[config.mk]
export PLATFORM = sky130hd
export DESIGN_NAME = seven_segment_frame_builder
export DESIGN_NICKNAME = d
export VERILOG_FILES = /design/src/rtl/sfb_pkg.sv /design/src/rtl/sfb_front.sv /design/src/rtl/sfb_queue.sv /design/src/rtl/sfb_back.sv /design/src/rtl/seven_segment_frame_builder.sv
export SDC_FILE = /design/constraint.sdc
export NUM_CORES = 1
export LEC_CHECK = 0
export BUFFER_PORTS_ARGS = -buffer_cell sky130_fd_sc_hd__buf_2
export CELL_PAD_IN_SITES_DETAIL_PLACEMENT = 0
export CELL_PAD_IN_SITES_GLOBAL_PLACEMENT = 2
export CORE_MARGIN = 4
export CORE_UTILIZATION = 47
export DETAILED_ROUTE_END_ITERATION = 6
export PLACE_DENSITY = 0.95
export RECOVER_POWER = 100
export SYNTH_ARGS = -nofsm -noshare
export SYNTH_HDL_FRONTEND = slang
export SYNTH_SLANG_ARGS = --single-unit
[constraint.sdc]
create_clock -name aclk -period 8.6 [get_ports aclk]
set_input_delay 0.43 -clock aclk [delete_from_list [all_inputs] [get_ports aclk]]
set_output_delay 0.43 -clock aclk [all_outputs]
set_load 0.01 [all_outputs]
[src/rtl/sfb_pkg.sv]
// Shared types, constants and lookup functions for the seven-segment frame builder.
// Used by every module of the block but the queue; no dependencies of its own.
package sfb_pkg;

    // Configuration register indexes.
    localparam logic [1:0] CFG_FIRST_CMD  = 2'd0;
    localparam logic [1:0] CFG_ADDR_CMD   = 2'd1;
    localparam logic [1:0] CFG_BLANK_CODE = 2'd2;

    localparam logic [7:0] FIRST_CMD_RESET  = 8'd64;
    localparam logic [7:0] ADDR_CMD_RESET   = 8'd192;
    localparam logic [7:0] BLANK_CODE_RESET = 8'd0;

    // Digit codes 0..15 are hex glyphs, 16 a colon, 17 a dash, 18 anything blank.
    localparam int DIG_CODE_W = 5;
    typedef logic [DIG_CODE_W-1:0] dig_code_t;
    localparam dig_code_t DIG_BLANK = 5'd18;

    localparam logic [7:0] COLON_SEG    = 8'h01;
    localparam logic [7:0] VACANT_SEG   = 8'h00;
    localparam logic [15:0] DIV10_MUL   = 16'd52429;
    localparam int          DIV10_SHIFT = 19;

    typedef struct packed {
        logic [15:0] value;
        logic        radix_mode;
        logic [2:0]  shift_positions;
        logic [2:0]  brightness_level;
        logic        colon_on;
    } in_item_t;

    typedef struct packed {
        logic [7:0] frame_byte;
        logic       stop_after;
        logic       last_of_frame;
    } out_item_t;

    typedef struct packed {
        logic [7:0] first_cmd;
        logic [7:0] addr_cmd;
        logic [7:0] blank_code;
    } cfg_t;

    // Per-frame options that travel with the digit codes through the queue.
    typedef struct packed {
        logic       colon_or;
        logic [2:0] shift;
        logic [2:0] bright;
    } entry_ctl_t;

    typedef enum logic [1:0] {
        PH_CMD,
        PH_ADDR,
        PH_DIGIT,
        PH_BRIGHT
    } phase_t;

    function automatic logic [7:0] seg_lookup(input dig_code_t code);
        logic [7:0] seg;
        case (code)
            5'd0:    seg = 8'hFC;
            5'd1:    seg = 8'h60;
            5'd2:    seg = 8'hDA;
            5'd3:    seg = 8'hF2;
            5'd4:    seg = 8'h66;
            5'd5:    seg = 8'hB6;
            5'd6:    seg = 8'hBE;
            5'd7:    seg = 8'hE0;
            5'd8:    seg = 8'hFE;
            5'd9:    seg = 8'hF6;
            5'd10:   seg = 8'hEE;
            5'd11:   seg = 8'h3E;
            5'd12:   seg = 8'h9C;
            5'd13:   seg = 8'h7A;
            5'd14:   seg = 8'h9E;
            5'd15:   seg = 8'h8E;
            5'd16:   seg = 8'h01;
            5'd17:   seg = 8'h02;
            default: seg = 8'h00;
        endcase
        return seg;
    endfunction

    function automatic logic [7:0] bright_lookup(input logic [2:0] level);
        logic [7:0] code;
        case (level)
            3'd0:    code = 8'h01;
            3'd1:    code = 8'h91;
            3'd2:    code = 8'h51;
            3'd3:    code = 8'hD1;
            3'd4:    code = 8'h31;
            3'd5:    code = 8'hB1;
            3'd6:    code = 8'h71;
            default: code = 8'hF1;
        endcase
        return code;
    endfunction

endpackage

[src/rtl/sfb_front.sv]
// Front end: accepts input transactions, splits the value into digit codes
// (one decimal digit per cycle) and applies leading-zero blanking. Uses sfb_pkg.
module sfb_front #(
    parameter int DIGIT_COUNT = 4
) (
    input  logic                                    aclk,
    input  logic                                    aresetn,
    input  logic                                    s_valid,
    output logic                                    s_ready,
    input  sfb_pkg::in_item_t                       s_item,
    output logic                                    push_valid,
    input  logic                                    push_ready,
    output sfb_pkg::dig_code_t [DIGIT_COUNT-1:0]    push_digits,
    output sfb_pkg::entry_ctl_t                     push_ctl
);

    localparam int STEP_W = (DIGIT_COUNT > 1) ? $clog2(DIGIT_COUNT) : 1;
    localparam logic [STEP_W-1:0] LAST_STEP = STEP_W'(DIGIT_COUNT - 1);

    logic                  busy_reg,   busy_next;
    logic [STEP_W-1:0]     step_reg,   step_next;
    logic [15:0]           num_reg,    num_next;
    logic                  dec_reg,    dec_next;
    logic                  colon_reg,  colon_next;
    logic [2:0]            shift_reg,  shift_next;
    logic [2:0]            bright_reg, bright_next;
    sfb_pkg::dig_code_t    dig_reg [DIGIT_COUNT];

    logic                  done;
    logic                  accept;
    logic                  step_en;
    logic [31:0]           prod;
    logic [12:0]           quot;
    logic [15:0]           quot_x10;
    logic [15:0]           rem;
    sfb_pkg::dig_code_t    top_code;
    sfb_pkg::dig_code_t    hex_raw [DIGIT_COUNT];
    sfb_pkg::dig_code_t    raw     [DIGIT_COUNT];
    sfb_pkg::dig_code_t    coded   [DIGIT_COUNT];

    // Divide by ten with a reciprocal; exact for every 16-bit dividend.
    assign prod     = 32'(num_reg) * 32'(sfb_pkg::DIV10_MUL);
    assign quot     = prod[sfb_pkg::DIV10_SHIFT +: 13];
    assign quot_x10 = {quot, 3'b000} + {2'b00, quot, 1'b0};
    assign rem      = num_reg - quot_x10;

    assign top_code = (num_reg >= 16'd18) ? sfb_pkg::DIG_BLANK
                                          : sfb_pkg::dig_code_t'(num_reg);

    genvar g;
    generate
        for (g = 0; g < DIGIT_COUNT; g++) begin : g_hex
            if (g < 4) begin : g_nib
                assign hex_raw[g] = {1'b0, num_reg[g*4 +: 4]};
            end else begin : g_zero
                assign hex_raw[g] = '0;
            end
        end
    endgenerate

    assign done       = !dec_reg || (step_reg == LAST_STEP);
    assign push_valid = busy_reg && done;
    assign s_ready    = !busy_reg || (done && push_ready);
    assign accept     = s_valid && s_ready;
    assign step_en    = busy_reg && !done;

    always_comb begin
        logic seen;
        logic blank;
        seen = 1'b0;
        for (int pos = DIGIT_COUNT - 1; pos >= 0; pos--) begin
            if (dec_reg) begin
                raw[pos] = (pos == DIGIT_COUNT - 1) ? top_code : dig_reg[pos];
            end else begin
                raw[pos] = hex_raw[pos];
            end
            blank = (raw[pos] == '0) && !seen && (pos != 0) && !(dec_reg && colon_reg);
            if (!blank) begin
                seen = 1'b1;
            end
            coded[pos] = blank ? sfb_pkg::DIG_BLANK : raw[pos];
        end
        // Queue entries hold digits in display order, most significant first.
        for (int p = 0; p < DIGIT_COUNT; p++) begin
            push_digits[p] = coded[DIGIT_COUNT - 1 - p];
        end
    end

    assign push_ctl.colon_or = dec_reg && colon_reg;
    assign push_ctl.shift    = shift_reg;
    assign push_ctl.bright   = bright_reg;

    always_comb begin
        busy_next   = busy_reg;
        step_next   = step_reg;
        num_next    = num_reg;
        dec_next    = dec_reg;
        colon_next  = colon_reg;
        shift_next  = shift_reg;
        bright_next = bright_reg;
        if (accept) begin
            busy_next   = 1'b1;
            step_next   = '0;
            num_next    = s_item.value;
            dec_next    = s_item.radix_mode;
            colon_next  = s_item.colon_on;
            shift_next  = s_item.shift_positions;
            bright_next = s_item.brightness_level;
        end else if (push_valid && push_ready) begin
            busy_next = 1'b0;
        end else if (step_en) begin
            step_next = step_reg + 1'b1;
            num_next  = {3'b000, quot};
        end
    end

    always_ff @(posedge aclk) begin
        if (!aresetn) begin
            busy_reg <= 1'b0;
        end else begin
            busy_reg <= busy_next;
        end
        step_reg   <= step_next;
        num_reg    <= num_next;
        dec_reg    <= dec_next;
        colon_reg  <= colon_next;
        shift_reg  <= shift_next;
        bright_reg <= bright_next;
        if (step_en && !accept) begin
            dig_reg[step_reg] <= sfb_pkg::dig_code_t'(rem[3:0]);
        end
    end

endmodule

[src/rtl/sfb_queue.sv]
// Two-entry queue between the front end and the frame sequencer.
// Generic on payload width; depends on nothing else.
module sfb_queue #(
    parameter int WIDTH = 8
) (
    input  logic             aclk,
    input  logic             aresetn,
    input  logic             push_valid,
    output logic             push_ready,
    input  logic [WIDTH-1:0] push_data,
    output logic             pop_valid,
    input  logic             pop_ready,
    output logic [WIDTH-1:0] pop_data
);

    logic [WIDTH-1:0] store_reg [2];
    logic             wr_ptr_reg, wr_ptr_next;
    logic             rd_ptr_reg, rd_ptr_next;
    logic [1:0]       count_reg,  count_next;
    logic             do_push;
    logic             do_pop;

    assign push_ready = (count_reg != 2'd2);
    assign pop_valid  = (count_reg != 2'd0);
    assign pop_data   = store_reg[rd_ptr_reg];
    assign do_push    = push_valid && push_ready;
    assign do_pop     = pop_valid && pop_ready;

    always_comb begin
        wr_ptr_next = wr_ptr_reg ^ do_push;
        rd_ptr_next = rd_ptr_reg ^ do_pop;
        count_next  = count_reg;
        if (do_push && !do_pop) begin
            count_next = count_reg + 2'd1;
        end else if (do_pop && !do_push) begin
            count_next = count_reg - 2'd1;
        end
    end

    always_ff @(posedge aclk) begin
        if (!aresetn) begin
            wr_ptr_reg <= 1'b0;
            rd_ptr_reg <= 1'b0;
            count_reg  <= 2'd0;
        end else begin
            wr_ptr_reg <= wr_ptr_next;
            rd_ptr_reg <= rd_ptr_next;
            count_reg  <= count_next;
        end
        if (do_push) begin
            store_reg[wr_ptr_reg] <= push_data;
        end
    end

endmodule

[src/rtl/sfb_back.sv]
// Back end: walks one queued frame byte by byte into a registered output stage.
// Uses sfb_pkg for the phase enum, configuration struct and lookup tables.
module sfb_back #(
    parameter int DIGIT_COUNT = 4
) (
    input  logic                                 aclk,
    input  logic                                 aresetn,
    input  sfb_pkg::cfg_t                        cfg,
    input  logic                                 pop_valid,
    output logic                                 pop_ready,
    input  sfb_pkg::dig_code_t [DIGIT_COUNT-1:0] pop_digits,
    input  sfb_pkg::entry_ctl_t                  pop_ctl,
    output logic                                 m_valid,
    input  logic                                 m_ready,
    output sfb_pkg::out_item_t                   m_item
);

    localparam int IDX_W = (DIGIT_COUNT > 1) ? $clog2(DIGIT_COUNT) : 1;
    localparam int SRC_W = $clog2(DIGIT_COUNT + 8);
    localparam logic [IDX_W-1:0] LAST_DIGIT = IDX_W'(DIGIT_COUNT - 1);

    sfb_pkg::phase_t                      phase_reg,  phase_next;
    logic [IDX_W-1:0]                     digit_reg,  digit_next;
    logic                                 active_reg, active_next;
    sfb_pkg::dig_code_t [DIGIT_COUNT-1:0] digits_reg;
    sfb_pkg::entry_ctl_t                  ctl_reg;
    logic                                 m_valid_reg, m_valid_next;
    sfb_pkg::out_item_t                   m_item_reg,  m_item_next;

    logic                                 load;
    logic                                 frame_end;
    logic [SRC_W-1:0]                     src;
    sfb_pkg::dig_code_t                   src_code;
    logic [7:0]                           digit_seg;

    assign load      = active_reg && (!m_valid_reg || m_ready);
    assign frame_end = load && (phase_reg == sfb_pkg::PH_BRIGHT);
    assign pop_ready = !active_reg || frame_end;

    // The shift selects a digit further right; slots past the end are vacant.
    assign src      = SRC_W'(digit_reg) + SRC_W'(ctl_reg.shift);
    assign src_code = digits_reg[src[IDX_W-1:0]];

    always_comb begin
        if (src >= SRC_W'(DIGIT_COUNT)) begin
            digit_seg = sfb_pkg::VACANT_SEG;
        end else begin
            if (src_code >= sfb_pkg::DIG_BLANK) begin
                digit_seg = cfg.blank_code;
            end else begin
                digit_seg = sfb_pkg::seg_lookup(src_code);
            end
            if (ctl_reg.colon_or) begin
                digit_seg = digit_seg | sfb_pkg::COLON_SEG;
            end
        end
    end

    always_comb begin
        phase_next   = phase_reg;
        digit_next   = digit_reg;
        active_next  = active_reg;
        m_valid_next = m_valid_reg;
        m_item_next  = m_item_reg;
        if (m_ready) begin
            m_valid_next = 1'b0;
        end
        if (load) begin
            m_valid_next = 1'b1;
            case (phase_reg)
                sfb_pkg::PH_CMD: begin
                    m_item_next = '{frame_byte: cfg.first_cmd, stop_after: 1'b1,
                                    last_of_frame: 1'b0};
                    phase_next  = sfb_pkg::PH_ADDR;
                end
                sfb_pkg::PH_ADDR: begin
                    m_item_next = '{frame_byte: cfg.addr_cmd, stop_after: 1'b0,
                                    last_of_frame: 1'b0};
                    phase_next  = sfb_pkg::PH_DIGIT;
                    digit_next  = '0;
                end
                sfb_pkg::PH_DIGIT: begin
                    m_item_next = '{frame_byte: digit_seg,
                                    stop_after: (digit_reg == LAST_DIGIT),
                                    last_of_frame: 1'b0};
                    if (digit_reg == LAST_DIGIT) begin
                        phase_next = sfb_pkg::PH_BRIGHT;
                    end else begin
                        digit_next = digit_reg + 1'b1;
                    end
                end
                sfb_pkg::PH_BRIGHT: begin
                    m_item_next = '{frame_byte: sfb_pkg::bright_lookup(ctl_reg.bright),
                                    stop_after: 1'b1, last_of_frame: 1'b1};
                    active_next = 1'b0;
                end
                default: begin
                    phase_next = sfb_pkg::PH_CMD;
                end
            endcase
        end
        if (pop_valid && pop_ready) begin
            active_next = 1'b1;
            phase_next  = sfb_pkg::PH_CMD;
        end
    end

    always_ff @(posedge aclk) begin
        if (!aresetn) begin
            phase_reg   <= sfb_pkg::PH_CMD;
            active_reg  <= 1'b0;
            m_valid_reg <= 1'b0;
        end else begin
            phase_reg   <= phase_next;
            active_reg  <= active_next;
            m_valid_reg <= m_valid_next;
        end
    end

    always_ff @(posedge aclk) begin
        digit_reg  <= digit_next;
        m_item_reg <= m_item_next;
        if (pop_valid && pop_ready) begin
            digits_reg <= pop_digits;
            ctl_reg    <= pop_ctl;
        end
    end

    assign m_valid = m_valid_reg;
    assign m_item  = m_item_reg;

endmodule

[src/rtl/seven_segment_frame_builder.sv]
// Top level of the seven-segment frame builder: configuration registers and the
// front end, queue and frame sequencer. Depends on sfb_pkg, sfb_front, sfb_queue, sfb_back.
//
// Usage:
//   Input channel (s_valid/s_ready/s_item) takes one number with display options.
//   Result channel (m_valid/m_ready/m_item) returns DIGIT_COUNT+3 bytes per input:
//   first command, address command, DIGIT_COUNT segment codes, brightness code.
//   Configuration writes (cfg_wr_en, cfg_index, cfg_data) take effect at once and
//   should only be issued while no frame is in flight.
// Timing:
//   After acceptance a frame passes the front end, the queue and the byte
//   sequencer into the output register; in decimal mode the front end first
//   extracts one decimal digit per cycle with a divide-by-ten unit.
//   Sustained throughput is one byte per cycle while m_ready is high and a frame
//   is queued, set by the byte sequencer that feeds the output register.
// Reset:
//   aresetn clears all handshake state and restores the register defaults.
// Stalls:
//   A low m_ready holds the output byte; the two-entry queue keeps the front
//   end accepting until it fills, after which s_ready drops.
module seven_segment_frame_builder #(
    parameter int DIGIT_COUNT = 4
) (
    input  logic               aclk,
    input  logic               aresetn,
    input  logic               s_valid,
    output logic               s_ready,
    input  sfb_pkg::in_item_t  s_item,
    output logic               m_valid,
    input  logic               m_ready,
    output sfb_pkg::out_item_t m_item,
    input  logic               cfg_wr_en,
    input  logic [1:0]         cfg_index,
    input  logic [7:0]         cfg_data
);

    localparam int Q_WIDTH = DIGIT_COUNT * sfb_pkg::DIG_CODE_W + $bits(sfb_pkg::entry_ctl_t);

    sfb_pkg::cfg_t                        cfg_reg, cfg_next;
    logic                                 push_valid;
    logic                                 push_ready;
    sfb_pkg::dig_code_t [DIGIT_COUNT-1:0] push_digits;
    sfb_pkg::entry_ctl_t                  push_ctl;
    logic                                 pop_valid;
    logic                                 pop_ready;
    logic [Q_WIDTH-1:0]                   pop_data;
    sfb_pkg::dig_code_t [DIGIT_COUNT-1:0] pop_digits;
    sfb_pkg::entry_ctl_t                  pop_ctl;

    always_comb begin
        cfg_next = cfg_reg;
        if (cfg_wr_en) begin
            case (cfg_index)
                sfb_pkg::CFG_FIRST_CMD:  cfg_next.first_cmd  = cfg_data;
                sfb_pkg::CFG_ADDR_CMD:   cfg_next.addr_cmd   = cfg_data;
                sfb_pkg::CFG_BLANK_CODE: cfg_next.blank_code = cfg_data;
                default: begin
                    cfg_next = cfg_reg;
                end
            endcase
        end
    end

    always_ff @(posedge aclk) begin
        if (!aresetn) begin
            cfg_reg <= '{first_cmd: sfb_pkg::FIRST_CMD_RESET,
                         addr_cmd: sfb_pkg::ADDR_CMD_RESET,
                         blank_code: sfb_pkg::BLANK_CODE_RESET};
        end else begin
            cfg_reg <= cfg_next;
        end
    end

    sfb_front #(
        .DIGIT_COUNT (DIGIT_COUNT)
    ) u_front (
        .aclk        (aclk),
        .aresetn     (aresetn),
        .s_valid     (s_valid),
        .s_ready     (s_ready),
        .s_item      (s_item),
        .push_valid  (push_valid),
        .push_ready  (push_ready),
        .push_digits (push_digits),
        .push_ctl    (push_ctl)
    );

    sfb_queue #(
        .WIDTH (Q_WIDTH)
    ) u_queue (
        .aclk       (aclk),
        .aresetn    (aresetn),
        .push_valid (push_valid),
        .push_ready (push_ready),
        .push_data  ({push_digits, push_ctl}),
        .pop_valid  (pop_valid),
        .pop_ready  (pop_ready),
        .pop_data   (pop_data)
    );

    assign {pop_digits, pop_ctl} = pop_data;

    sfb_back #(
        .DIGIT_COUNT (DIGIT_COUNT)
    ) u_back (
        .aclk       (aclk),
        .aresetn    (aresetn),
        .cfg        (cfg_reg),
        .pop_valid  (pop_valid),
        .pop_ready  (pop_ready),
        .pop_digits (pop_digits),
        .pop_ctl    (pop_ctl),
        .m_valid    (m_valid),
        .m_ready    (m_ready),
        .m_item     (m_item)
    );

endmodule

# [Word level (Yosys, flattened, before mapping)]
# Memories as Yosys holds them, arrays and structs flattened. A register that Yosys moved wholly into a read port is not among the register bits.
# Cells that the tools add are included.
[word_totals] romBits=256 elab_cells=148 register_bits=71 latchBits=0 out_inout_bits=12 in_bits=39 mem_count=3 ramBits=70
[memory_table] memory="(name not given)" depth=32 word_bits=8 read_ports=1 rd_clocked_by_memory_dff=0 write_ports=0 line_no="sfb_pkg.sv:60" text="case (code)"
[memory_table] memory="u_queue.store_reg" depth=2 word_bits=27 read_ports=1 rd_clocked_by_memory_dff=1 write_ports=1 line_no="sfb_queue.sv:16" text="logic [WIDTH-1:0] store_reg [2];"
[memory_table] memory="u_front.dig_reg" depth=4 word_bits=4 read_ports=3 rd_clocked_by_memory_dff=0 write_ports=1 line_no="sfb_front.sv:27" text="sfb_pkg::dig_code_t dig_reg [DIGIT_COUNT];"
[op_classes] mul=1 reduce_logical=55 eq_ne=17 magnitude_cmp=4 div_mod_pow=0 shifts=0 n_bitwise=4 add_sub_neg=7 muxes=37
[ops] operator="$pmux 8 s7" count=1
[ops] operator="$mux 16" count=3
[ops] operator="$mux 5" count=9
[ops] operator="$pmux 10 s4" count=1
[ops] operator="$mul 16x16->32 const B" count=1
[ops] operator="$logic_and 1x1->1" count=17
[ops] operator="$ge 16x5->1 const B" count=1
[ops] operator="$mux 8" count=2
[ops] operator="$reduce_bool 2->1" count=8
[ops] operator="$logic_not 5->1" count=3
[ops] operator="$mux 1" count=14
[ops] operator="$reduce_and 2->1" count=6
[ops] operator="$bmux 5 s2" count=1
[ops] operator="$eq 2x2->1 const B" count=5
[ops] operator="$logic_not 1->1" count=10
[ops] operator="$eq 3x3->1 const B" count=3
[ops] operator="$mux 2" count=4
[ops] operator="$add 2x1->2 const B" count=3
[ops] operator="$eq 3x2->1 const B" count=2
[ops] operator="$ne 2x2->1 const B" count=3
[ops] operator="$pmux 2 s3" count=1
[ops] operator="$reduce_and 3->1" count=2
[ops] operator="$ge 5x5->1 const B" count=1
[ops] operator="$add 2x3->4" count=1
[ops] operator="other kinds (16)" count=23

# [Depth between registers and ports, before layout]
# Gate-level depths: netlist of run 1.
[depth] word_depth=12 depth_mapped=25 ltp_nobuf=25

# [Cells and area by module]
# A second synthesis of run 1 with hierarchy kept.
[unflattened] cells_unflattened=1033 hier_area_um2=11913.9
[modules_own_cells] module="sfb_front" seq_area_each_um2=1141.1 cells_per_inst=657 n_inst=1 area_each_um2=6562.5
[modules_own_cells] module="sfb_back" seq_area_each_um2=1251.2 cells_per_inst=178 n_inst=1 area_each_um2=2253.4
[modules_own_cells] module="sfb_queue" seq_area_each_um2=1721.7 cells_per_inst=107 n_inst=1 area_each_um2=2180.8
[modules_own_cells] module="seven_segment_frame_builder" seq_area_each_um2=480.5 cells_per_inst=91 n_inst=1 area_each_um2=917.1

# [Least setup slack after synthesis of run 1]
# No wires, ideal clock.
[synth_timing] path_kind="flip-flop to flip-flop" start="register u_front.num_reg[3]" end="register u_front.num_reg[10] (data pin)" arrival_time_ns=5.385 setup_ns=0.256 n_path_buf=0 period_less_slack_ns=5.641 t_required_ns=8.344 stages_incl_launch_ff=22 slack_ns=2.959 cell_sequence="edfxtp_1 > inv_1 > ha_1 > inv_1 > fa_1 > inv_1 > fa_1 > fa_1 > fa_1 > inv_1 > fa_1 > inv_1 > ha_1 > nand2_1 > o21ai_0 > nand2_1 > nand2_1 > a21oi_1 > o21ai_1 > o21a_1 > or3_1 > a31o_2"
[synth_via] elab_chain_cells=4
[synth_rtl] item="start, declared" line_no="sfb_front.sv:22" text="logic [15:0] num_reg, num_next;"
[synth_rtl] item="start signal, assigned" line_no="sfb_front.sv:124" text="num_reg <= num_next;"
[synth_rtl] item="$mul 16x16->32" line_no="sfb_front.sv:42" text="assign prod = 32'(num_reg) * 32'(sfb_pkg::DIV10_MUL);"
[synth_rtl] item="$mux 16" line_no="sfb_front.sv:111" text="end else if (step_en) begin"
[synth_rtl] item="$mux 16" line_no="sfb_front.sv:109" text="end else if (push_valid && push_ready) begin"
[synth_rtl] item="$mux 16" line_no="sfb_front.sv:101" text="if (accept) begin"
[synth_rtl] item="named net u_front.num_next[10]" line_no="sfb_front.sv:22"
# The timed path passes the listed nets, and every way through them passes these cells. The select of a mux whose other input is x is not followed.
# A chain may end at the register's enable or synchronous reset.

# [Final worst setup path of run 1]
# Same ends and word-level chain as after synthesis.

==> results.sh, run 1 <==
export IMPL_status="finished with violations"
export IMPL_violations="capacitance limit, slew limit"
export IMPL_grt_pass1_wl_um=39900
export IMPL_drtIter0Drc=422
export IMPL_post_route_util_pct=52.6
export IMPL_cp_max_fo=9
export IMPL_synthArstFlopShare_pct=0
export IMPL_syn_area_um2=11600
export IMPL_drive_gt1_share_pct=10.4
export IMPL_core_area_um2=24200
export IMPL_place_hpwl_um=19700
export IMPL_max_stage_delay_ns=0.63
export IMPL_layout_nets=1336
export IMPL_gp_congestion=0.923
export IMPL_grt_overflow=0
export IMPL_synth_top_cell_area_share_pct=32.7
export IMPL_num_rows=57
export IMPL_wl_met3_um=756
export IMPL_syn_nets=1285
export IMPL_diodes=0
export IMPL_worst_path_max_delay_cell="edfxtp_1"
export IMPL_critical_path_top_delay_family="adder cells"
export IMPL_nFillCells=2143
export IMPL_portBuffers=50
export IMPL_end_kind="flop"
export IMPL_wl_per_cell_um=18.0
export IMPL_synthCells=1000
export IMPL_grt_max_degree=34
export IMPL_clkTransAtPathRegs_ns=0.08
export IMPL_synth_edf_count=126
export IMPL_die_width_um=165
export IMPL_clk_path_buf_depth=2
export IMPL_grt_total_usage_pct=19.3
export IMPL_setup_violations_final=0
export IMPL_grt_pass1_vias=7477
export IMPL_antenna_found_initial=0
export IMPL_area_delta_synth_final_pct=10.1
export IMPL_synth_top_cell_by_area="edfxtp_1"
export IMPL_synth_cell_types=58
export IMPL_final_cells=1388
export IMPL_cts_tree="yes"
export IMPL_cts_made_buffers=17
export IMPL_slew_headroom_pct=-13.0
export IMPL_cts_root_buf="clkbuf_16"
export IMPL_final_common_cell="inv_1"
export IMPL_fmax_mhz=153
export IMPL_final_hold_viol_count=0
export IMPL_slew_violations=82
export IMPL_synth_avg_cell_area_um2=11.6
export IMPL_cts_sinks=161
export IMPL_met1_length_um=11100
export IMPL_post_route_period_util_pct=75.9
export IMPL_h_tree_depth=4
export IMPL_path_cells="inv_1 -> ha_1 -> inv_1 -> fa_1 -> inv_1 -> fa_1 -> fa_1 -> fa_1 -> inv_1 -> fa_1 -> inv_1 -> ha_1 -> nand2_1 -> o21ai_0 -> nand2_1 -> nand2_1 -> a21oi_1 -> o21ai_0 -> o21a_1 -> or3_1 -> a31o_2"
export IMPL_dieArea_um2=27200
export IMPL_rsz0062_at_grt="no"
export IMPL_crit_arrival_ns=6.71
export IMPL_fin_setup_tns_ns=0
export IMPL_dr_wl_met2_um=12500
export IMPL_ios=51
export IMPL_drtAntennaViolNets=0
export IMPL_cts_resized=0
export IMPL_max_cap_violations=3
export IMPL_first_pass_iters=5
export IMPL_die_y_um=165
export IMPL_wirelength_um=25100
export IMPL_yosys_warnings=0
export IMPL_vias=7145
export IMPL_clk_insertion_delay_late_ns=0.43
export IMPL_synth_area_top_cells="edfxtp_1 (33%), ha_1 (18%), fa_1 (14%)"
export IMPL_post_cts_buffers=0
export IMPL_min_period_ns=6.52
export IMPL_largest_reg_flops=52
export IMPL_yosysSeqAreaShare_pct=38.7
export IMPL_layout_common_cells="inv_1 (184), ha_1 (165), edfxtp_1 (126)"
export IMPL_maxUsedRoutingLayer="met4"
export IMPL_fin_skew_ns=0.0195
export IMPL_drc_errors=0
export IMPL_dp_cells=1356
export IMPL_whs_ns=0.184
export IMPL_crit_required_ns=8.78
export IMPL_synth_ff_type="edfxtp_1"
export IMPL_via_per_inst=5.15
export IMPL_yosys_register_bits=161
export IMPL_start_kind="flop"
export IMPL_critPathBufInv=5
export IMPL_hold_buffers=0
export IMPL_hold_class="in -> reg"
export IMPL_initial_core_util_pct=47.8
export IMPL_path_class="reg -> reg"
export IMPL_tightest_slew_ns=1.69
## cells by family after synthesis
logic type | count (synthesis) | share of synthesized area, %
and+or+nand+nor | 169 | 7.26
xor gates and xnor gates | 23 | 1.74
AOI/OAI and AO/OA | 127 | 6.88
DFF | 161 | 38.7
adders and majority gates | 246 | 31.8
buffers and inverters | 206 | 6.74
muxes | 68 | 6.84
## Yosys cell counts (27+ instances only)
library cell	count
inv_1	184
ha_1	165
edfxtp_1	126
fa_1	81
nand2_1	61
mux2_2	36
dfxtp_1	35
o21ai_0	35
a21oi_1	33
mux2i_1	27
nor2_1	27
nor2b_1	27
## metal layers
| metal | vias to the layer above | GRT usage (%) |
|---|---|---|
| li1 | 3512 | - |
| met1 | 3470 | 25.1 |
| met2 | 127 | 33.3 |
| met3 | 36 | 2.42 |
| met4 | 0 | 6.77 |
| met5 | - | 0 |
## path summary, 6_finish.rpt
path / from / endpoint / slack, ns / cells past startpoint
worst min register to register: u_front.shift_reg[2] / u_queue.store_reg[0][5] / 0.46 / 0
worst min-delay path: s_item[2] / u_front.bright_reg[1] / 0.18 / 1
worst max register to register: u_front.num_reg[3] / u_front.num_reg[10] / 2.08 / 21
worst max-delay path: u_front.num_reg[3] / u_front.num_reg[10] / 2.08 / 21
## metrics by stage
step | worst slack, ns | area [um2]
detailed placement | 2.15 | 12200
global route | 1.74 | 12800
global placement | 2.15 | 12200
floorplan | 2.96 | 11600
CTS | 2.11 | 12800
finish | 2.08 | 12800
## layout make-up
type | instances | area [um2] | area share (%)
clock inverter | 15 | 193 | 1.51
clock buffer | 17 | 425 | 3.34
sequential | 161 | 4480 | 35.2
timing repair buffer | 54 | 251 | 1.97
tap | 324 | 405 | 3.18
multi-input combinational | 633 | 6300 | 49.4
inverter | 184 | 691 | 5.42
Power of run 1 is left out: the tool's default activity adds up to more than one toggle a clock period on the data nets, which glitch-free logic cannot reach.
==> run 2: changes to the inputs <==
--- a/config.mk
+++ b/config.mk
@@ -9,9 +9,9 @@
 export CELL_PAD_IN_SITES_DETAIL_PLACEMENT = 0
 export CELL_PAD_IN_SITES_GLOBAL_PLACEMENT = 2
 export CORE_MARGIN = 4
-export CORE_UTILIZATION = 47
+export CORE_UTILIZATION = 43
 export DETAILED_ROUTE_END_ITERATION = 6
-export PLACE_DENSITY = 0.95
+export PLACE_DENSITY = 0.93
 export RECOVER_POWER = 100
 export SYNTH_ARGS = -nofsm -noshare
 export SYNTH_HDL_FRONTEND = slang
==> constraint.sdc (replaced) <==
create_clock -name aclk -period 6.3 [get_ports aclk]
set_input_delay 0.315 -clock aclk [delete_from_list [all_inputs] [get_ports aclk]]
set_output_delay 0.315 -clock aclk [all_outputs]
set_load 0.01 [all_outputs]
==> results.sh, run 2 (synthesis results as in run 1) <==
export IMPL_status="finished with violations"
export IMPL_violations="capacitance limit, slew limit"
export IMPL_cts_tree="yes"
export IMPL_wl_per_cell_um=17.7
export IMPL_rsz0062_at_grt="no"
export IMPL_grt_pass1_vias=7620
export IMPL_fin_skew_ns=0.00880
export IMPL_min_period_ns=6.06
export IMPL_end_kind="flop"
export IMPL_fin_setup_tns_ns=0
export IMPL_slew_headroom_pct=-3.03
export IMPL_fmax_mhz=165
export IMPL_via_per_inst=5.04
export IMPL_portBuffers=50
export IMPL_cts_root_buf="clkbuf_16"
export IMPL_start_kind="flop"
export IMPL_initial_core_util_pct=44.1
export IMPL_cts_sinks=161
export IMPL_drtIter0Drc=290
export IMPL_hold_class="in -> reg"
export IMPL_max_stage_delay_ns=0.56
export IMPL_drtAntennaViolNets=0
export IMPL_gp_congestion=0.982
export IMPL_place_area_um2=12300
export IMPL_core_area_um2=26300
export IMPL_crit_required_ns=6.45
export IMPL_layout_common_cells="inv_1 (184), ha_1 (165), edfxtp_1 (126)"
export IMPL_post_route_period_util_pct=96.2
export IMPL_setup_violations_final=0
export IMPL_grt_max_degree=34
export IMPL_worst_path_max_delay_cell="fa_1"
export IMPL_final_hold_viol_count=0
export IMPL_drc_errors=0
export IMPL_die_width_um=172
export IMPL_place_hpwl_um=20500
export IMPL_grt_total_usage_pct=17.9
export IMPL_cp_max_fo=7
export IMPL_num_rows=59
export IMPL_cts_made_buffers=17
export IMPL_tightest_slew_ns=1.55
export IMPL_path_class="reg -> reg"
export IMPL_first_pass_iters=4
export IMPL_grt_pass1_wl_um=40500
export IMPL_hold_buffers=0
export IMPL_nFillCells=2365
export IMPL_clk_insertion_delay_late_ns=0.43
export IMPL_vias=7172
export IMPL_crit_arrival_ns=6.21
export IMPL_wirelength_um=25200
export IMPL_ios=51
export IMPL_antenna_found_initial=0
export IMPL_slew_violations=27
export IMPL_critical_path_top_delay_family="adder cells"
export IMPL_max_cap_violations=1
export IMPL_clk_path_buf_depth=2
export IMPL_area_delta_synth_final_pct=11.4
export IMPL_post_route_util_pct=49.1
export IMPL_postLayoutCellArea_um2=12900
export IMPL_clkTransAtPathRegs_ns=0.07
export IMPL_path_cells="ha_1 -> xor2_1 -> ha_1 -> fa_1 -> fa_1 -> fa_1 -> inv_1 -> fa_1 -> inv_1 -> ha_1 -> a21oi_1 -> o21ai_1 -> o21a_1 -> o21a_1 -> nor2_1 -> ha_1 -> nand2_1 -> nand2_1 -> xnor2_1 -> xnor2_1"
export IMPL_layout_nets=1360
export IMPL_dieArea_um2=29600
export IMPL_largest_reg_flops=52
export IMPL_drive_gt1_share_pct=11.8
export IMPL_die_y_um=172
export IMPL_final_common_cell="inv_1"
export IMPL_critPathBufInv=2
export IMPL_h_tree_depth=4
export IMPL_grt_overflow=0
==> run 2: cell count changes in the layout (fill, tap and decap cells not counted), moves of 2 or more <==
cell      delta
and2_0       +2
and2_1       -2
buf_2        -3
buf_4       +22
clkbuf_1     +5
clkinv_8     -3
inv_6        +2
mux2_1       +3
mux2_2       -3
o21ai_0      -2
o21ai_1      +2
==> run 2: worst register-to-register path: cells and delay by family (launching register included) <==
family                     cells  cell delay (ns)
DFF                            1             0.53
buffers and inverters          2             0.10
and+or+nand+nor                3             0.41
xor gates and xnor gates       3             0.48
adders and majority gates      8             3.54
AOI/OAI and AO/OA              4             0.72
==> run 2: path summary, 6_finish.rpt <==
check                                          start                 endpoint  slack (ns)  depth (start not counted)
worst min-delay path                       s_item[2]    u_front.bright_reg[1]        0.07                          1
worst min register to register  u_front.shift_reg[0]  u_queue.store_reg[0][3]        0.46                          0
worst max-delay path              u_front.num_reg[1]    u_front.dig_reg[2][3]        0.24                         20
worst max register to register    u_front.num_reg[1]    u_front.dig_reg[2][3]        0.24                         20
==> run 2: stage by stage <==
stage / worst slack [ns] / hold WS (ns) / std cells
final: 0.238 / 0.0674 / 1424
after global routing: 0.0199 / 0.0518 / 1423
after CTS: 0.122 / 0.0559 / 1417
after detailed placement: 0.174 / 0.440 / 1385
after global placement: 0.114 / 0.430 / 1385
after floorplan: 0.659 / 0.414 / 1000
==> run 2: cell type report <==
cell class	count	area [um2]	share of cell area (%)
diodes	1	2.50	0.0194
clock buffers	17	425	3.30
clock inverters	15	144	1.12
inverters	184	691	5.36
multi-input cells	633	6310	48.9
flip-flops and latches	161	4480	34.8
well taps	335	419	3.25
repair buffers	78	420	3.26
==> run 2: per-layer routing <==
metal	up-vias	global-route usage, %	share of wire (%)
li1	3561	-	-
met4	0	5.67	2.7
met1	3475	22.3	43
met3	34	3.25	2.8
met5	-	0	0
met2	102	31.6	52
==> run 2: repair_timing <==
| action | CTS | global route |
|---|---|---|
| setup buffers | 0 | 6 |
| hold endpoints to repair | 0 | 0 |
| gates resized for setup | 0 | 3 |
| setup endpoints to repair | 0 | 8 |
Power of run 2 is left out for the same reason.
==> run 3: changes to the inputs <==
--- a/config.mk
+++ b/config.mk
@@ -15,4 +15,5 @@
 export RECOVER_POWER = 100
 export SYNTH_ARGS = -nofsm -noshare
 export SYNTH_HDL_FRONTEND = slang
+export SYNTH_HIERARCHICAL = 1
 export SYNTH_SLANG_ARGS = --single-unit
==> results.sh, run 3 <==
export IMPL_grt_overflow=0
export IMPL_cts_root_buf="clkbuf_16"
export IMPL_final_hold_viol_count=0
export IMPL_hold_class="in -> reg"
export IMPL_post_route_period_util_pct=97.0
export IMPL_holdPathStages=1
export IMPL_hp_start="s_item[3]"
export IMPL_slew_headroom_pct=-20.4
export IMPL_die_width_um=174
export IMPL_h_tree_depth=4
export IMPL_setup_violations_final=0
export IMPL_post_route_util_pct=49.3
export IMPL_die_y_um=174
export IMPL_gp_congestion=0.896
export IMPL_fin_setup_tns_ns=0
export IMPL_fin_skew_ns=0.0159
export IMPL_clk_path_buf_depth=2
export IMPL_grtUsageMet1_pct=23.2
export IMPL_grt_total_usage_pct=17.4
export IMPL_crit_required_ns=6.43
export IMPL_synth_top_cell_area_share_pct=32.5
export IMPL_synth_commonest_cells="inv_1 (186), ha_1 (164), edfxtp_1 (129)"
export IMPL_initial_core_util_pct=44.0
export IMPL_grt_pass1_vias=8026
export IMPL_r2r_start="u_front/num_reg[2]"
export IMPL_num_rows=60
export IMPL_rrSetupSlack_ns=0.19
export IMPL_grt_pass1_wl_um=42000
export IMPL_synth_ff_type="edfxtp_1"
export IMPL_first_pass_iters=4
export IMPL_busiest_layer="met2"
export IMPL_cts_sinks=165
export IMPL_min_to="u_front/bright_reg[2]"
export IMPL_cts_tree="yes"
export IMPL_cts_made_buffers=17
export IMPL_drive_gt1_share_pct=12.6
export IMPL_path_class="reg -> reg"
export IMPL_wirelength_um=25400
export IMPL_antenna_found_initial=0
export IMPL_layout_common_cells="inv_1 (186), ha_1 (164), edfxtp_1 (129)"
export IMPL_place_hpwl_um=20500
export IMPL_synthArstFlopShare_pct=0
export IMPL_synth_top_cell_by_area="edfxtp_1"
export IMPL_dieArea_um2=30400
export IMPL_layout_nets=1402
export IMPL_via_per_inst=5.03
export IMPL_violations="capacitance limit, slew limit"
export IMPL_ios=51
export IMPL_worst_path_max_delay_cell="fa_1"
export IMPL_yosys_register_bits=165
export IMPL_drc_errors=0
export IMPL_synth_area_top_cells="edfxtp_1 (33%), ha_1 (17%), fa_1 (14%)"
export IMPL_max_cap_violations=5
export IMPL_final_common_cell="inv_1"
export IMPL_crit_arrival_ns=6.24
export IMPL_vias=7553
export IMPL_synth_avg_cell_area_um2=11.5
export IMPL_fmax_mhz=164
export IMPL_synth_edf_count=129
export IMPL_yosysSeqAreaShare_pct=38.6
export IMPL_syn_nets=1317
export IMPL_syn_area_um2=11900
export IMPL_clk_insertion_delay_late_ns=0.42
export IMPL_end_kind="flop"
export IMPL_slew_violations=156
export IMPL_synth_cell_types=74
export IMPL_path_cells="inv_1 -> ha_1 -> inv_1 -> fa_1 -> inv_1 -> fa_1 -> fa_1 -> fa_1 -> inv_1 -> fa_1 -> inv_1 -> ha_1 -> and3_1 -> nand4_1 -> a211o_2 -> nand2_1 -> xor2_2 -> ha_1 -> nand2_1 -> nand2_1 -> xnor2_2 -> xnor2_1"
export IMPL_diodes=0
export IMPL_cp_max_fo=3
export IMPL_rsz0062_at_grt="no"
export IMPL_largest_reg_flops=54
export IMPL_drtIter0Drc=447
export IMPL_portBuffers=50
export IMPL_area_delta_synth_final_pct=12.1
export IMPL_min_period_ns=6.11
export IMPL_use_met3_pct=3.94
export IMPL_grt_max_degree=43
export IMPL_core_area_um2=27100
export IMPL_hold_buffers=0
export IMPL_synthCells=1033
export IMPL_reg2reg_depth=22
export IMPL_tightest_slew_ns=1.81
export IMPL_wl_per_cell_um=16.9
export IMPL_clkTransAtPathRegs_ns=0.07
export IMPL_drtAntennaViolNets=0
export IMPL_synth_most_common_cell="inv_1"
export IMPL_use_met2_pct=29.2
export IMPL_start_kind="flop"
export IMPL_reg2reg_to="u_front/dig_reg[0][3]"
export IMPL_max_stage_delay_ns=0.55
export IMPL_status="finished with violations"
export IMPL_yosys_warnings=6
-- run 3: cell types whose count changed after synthesis, moves of 7 or more --
| cell | previous run | this run |
|---|---|---|
| clkbuf_1 | 19 | 12 |
| mux2_2 | 36 | 29 |
| nand2_1 | 61 | 85 |
| nand3_1 | 5 | 13 |
| nor2b_1 | 27 | 12 |
| o21ai_0 | 35 | 28 |
-- run 3: how the worst max path moves through the flow --
stage	start	to	cells after the start
finish	u_front/num_reg[2]	u_front/dig_reg[0][3]	22
floorplan	u_front/num_reg[3]	u_front/dig_reg[0][3]	22
global route	u_front/num_reg[2]	u_front/dig_reg[0][3]	22
CTS	u_front/num_reg[2]	u_front/dig_reg[0][3]	22
detailed placement	u_front/num_reg[2]	u_front/dig_reg[2][3]	22
global placement	u_front/num_reg[4]	u_front/num_reg[5]	19
-- run 3: worst max-delay path, delay by kind of cell, from the launching register on --
family	cells	cell delay [ns]
and+or+nand+nor	5	0.62
xor gates and xnor gates	3	0.59
adders and majority gates	8	3.59
buffers and inverters	5	0.30
AOI/OAI and AO/OA	1	0.37
DFF	1	0.35
-- run 3: area by class of cell --
type / count / area (um2)
Timing Repair Buffer: 88 / 493
Clock buffer: 20 / 437
Multi-Input combinational cell: 660 / 6500
Sequential cell: 165 / 4590
Clock inverter: 12 / 168
Inverter: 186 / 698
Tap cell: 372 / 465
Fill cell: 2463 / 13700
-- run 3: timing repair --
| item | CTS | global route |
|---|---|---|
| setup buffers | 0 | 7 |
| resized for setup | 0 | 5 |
| endpoints found under the setup margin | 0 | 9 |
-- run 3: stage by stage --
| stage | cell area [um2] | setup WS, ns | std cells | hold WS [ns] |
|---|---|---|---|---|
| final | 13400 | 0.190 | 1503 | 0.0688 |
| after global routing | 13400 | 0.00599 | 1503 | 0.0501 |
| after CTS | 13400 | 0.0281 | 1496 | 0.0538 |
| after detailed placement | 12700 | 0.0501 | 1464 | 0.431 |
| after global placement | 12700 | 0.0900 | 1464 | 0.426 |
| after floorplan | 11900 | 0.488 | 1033 | 0.414 |
-- run 3: logic make-up (layout without fill, tap and decap cells) --
logic type | count (synthesis) | after routing | share of synthesized area, %
compound gates | 134 | 134 | 7.78
flops | 165 | 165 | 38.6
mux | 61 | 61 | 6.03
xor+xnor | 26 | 26 | 1.91
buf+inv | 208 | 306 | 6.83
simple gates | 193 | 193 | 8.02
fa+ha+maj | 245 | 245 | 30.8
other cells | 1 | 1 | 0.0315
-- run 3: per-layer routing --
layer  vias up  share of wire, %
met5         -                 0
met4         0               1.1
met3        20               5.2
met2       144                49
met1      3685                45
li1       3704                 -
Power of run 3 is left out for the same reason.
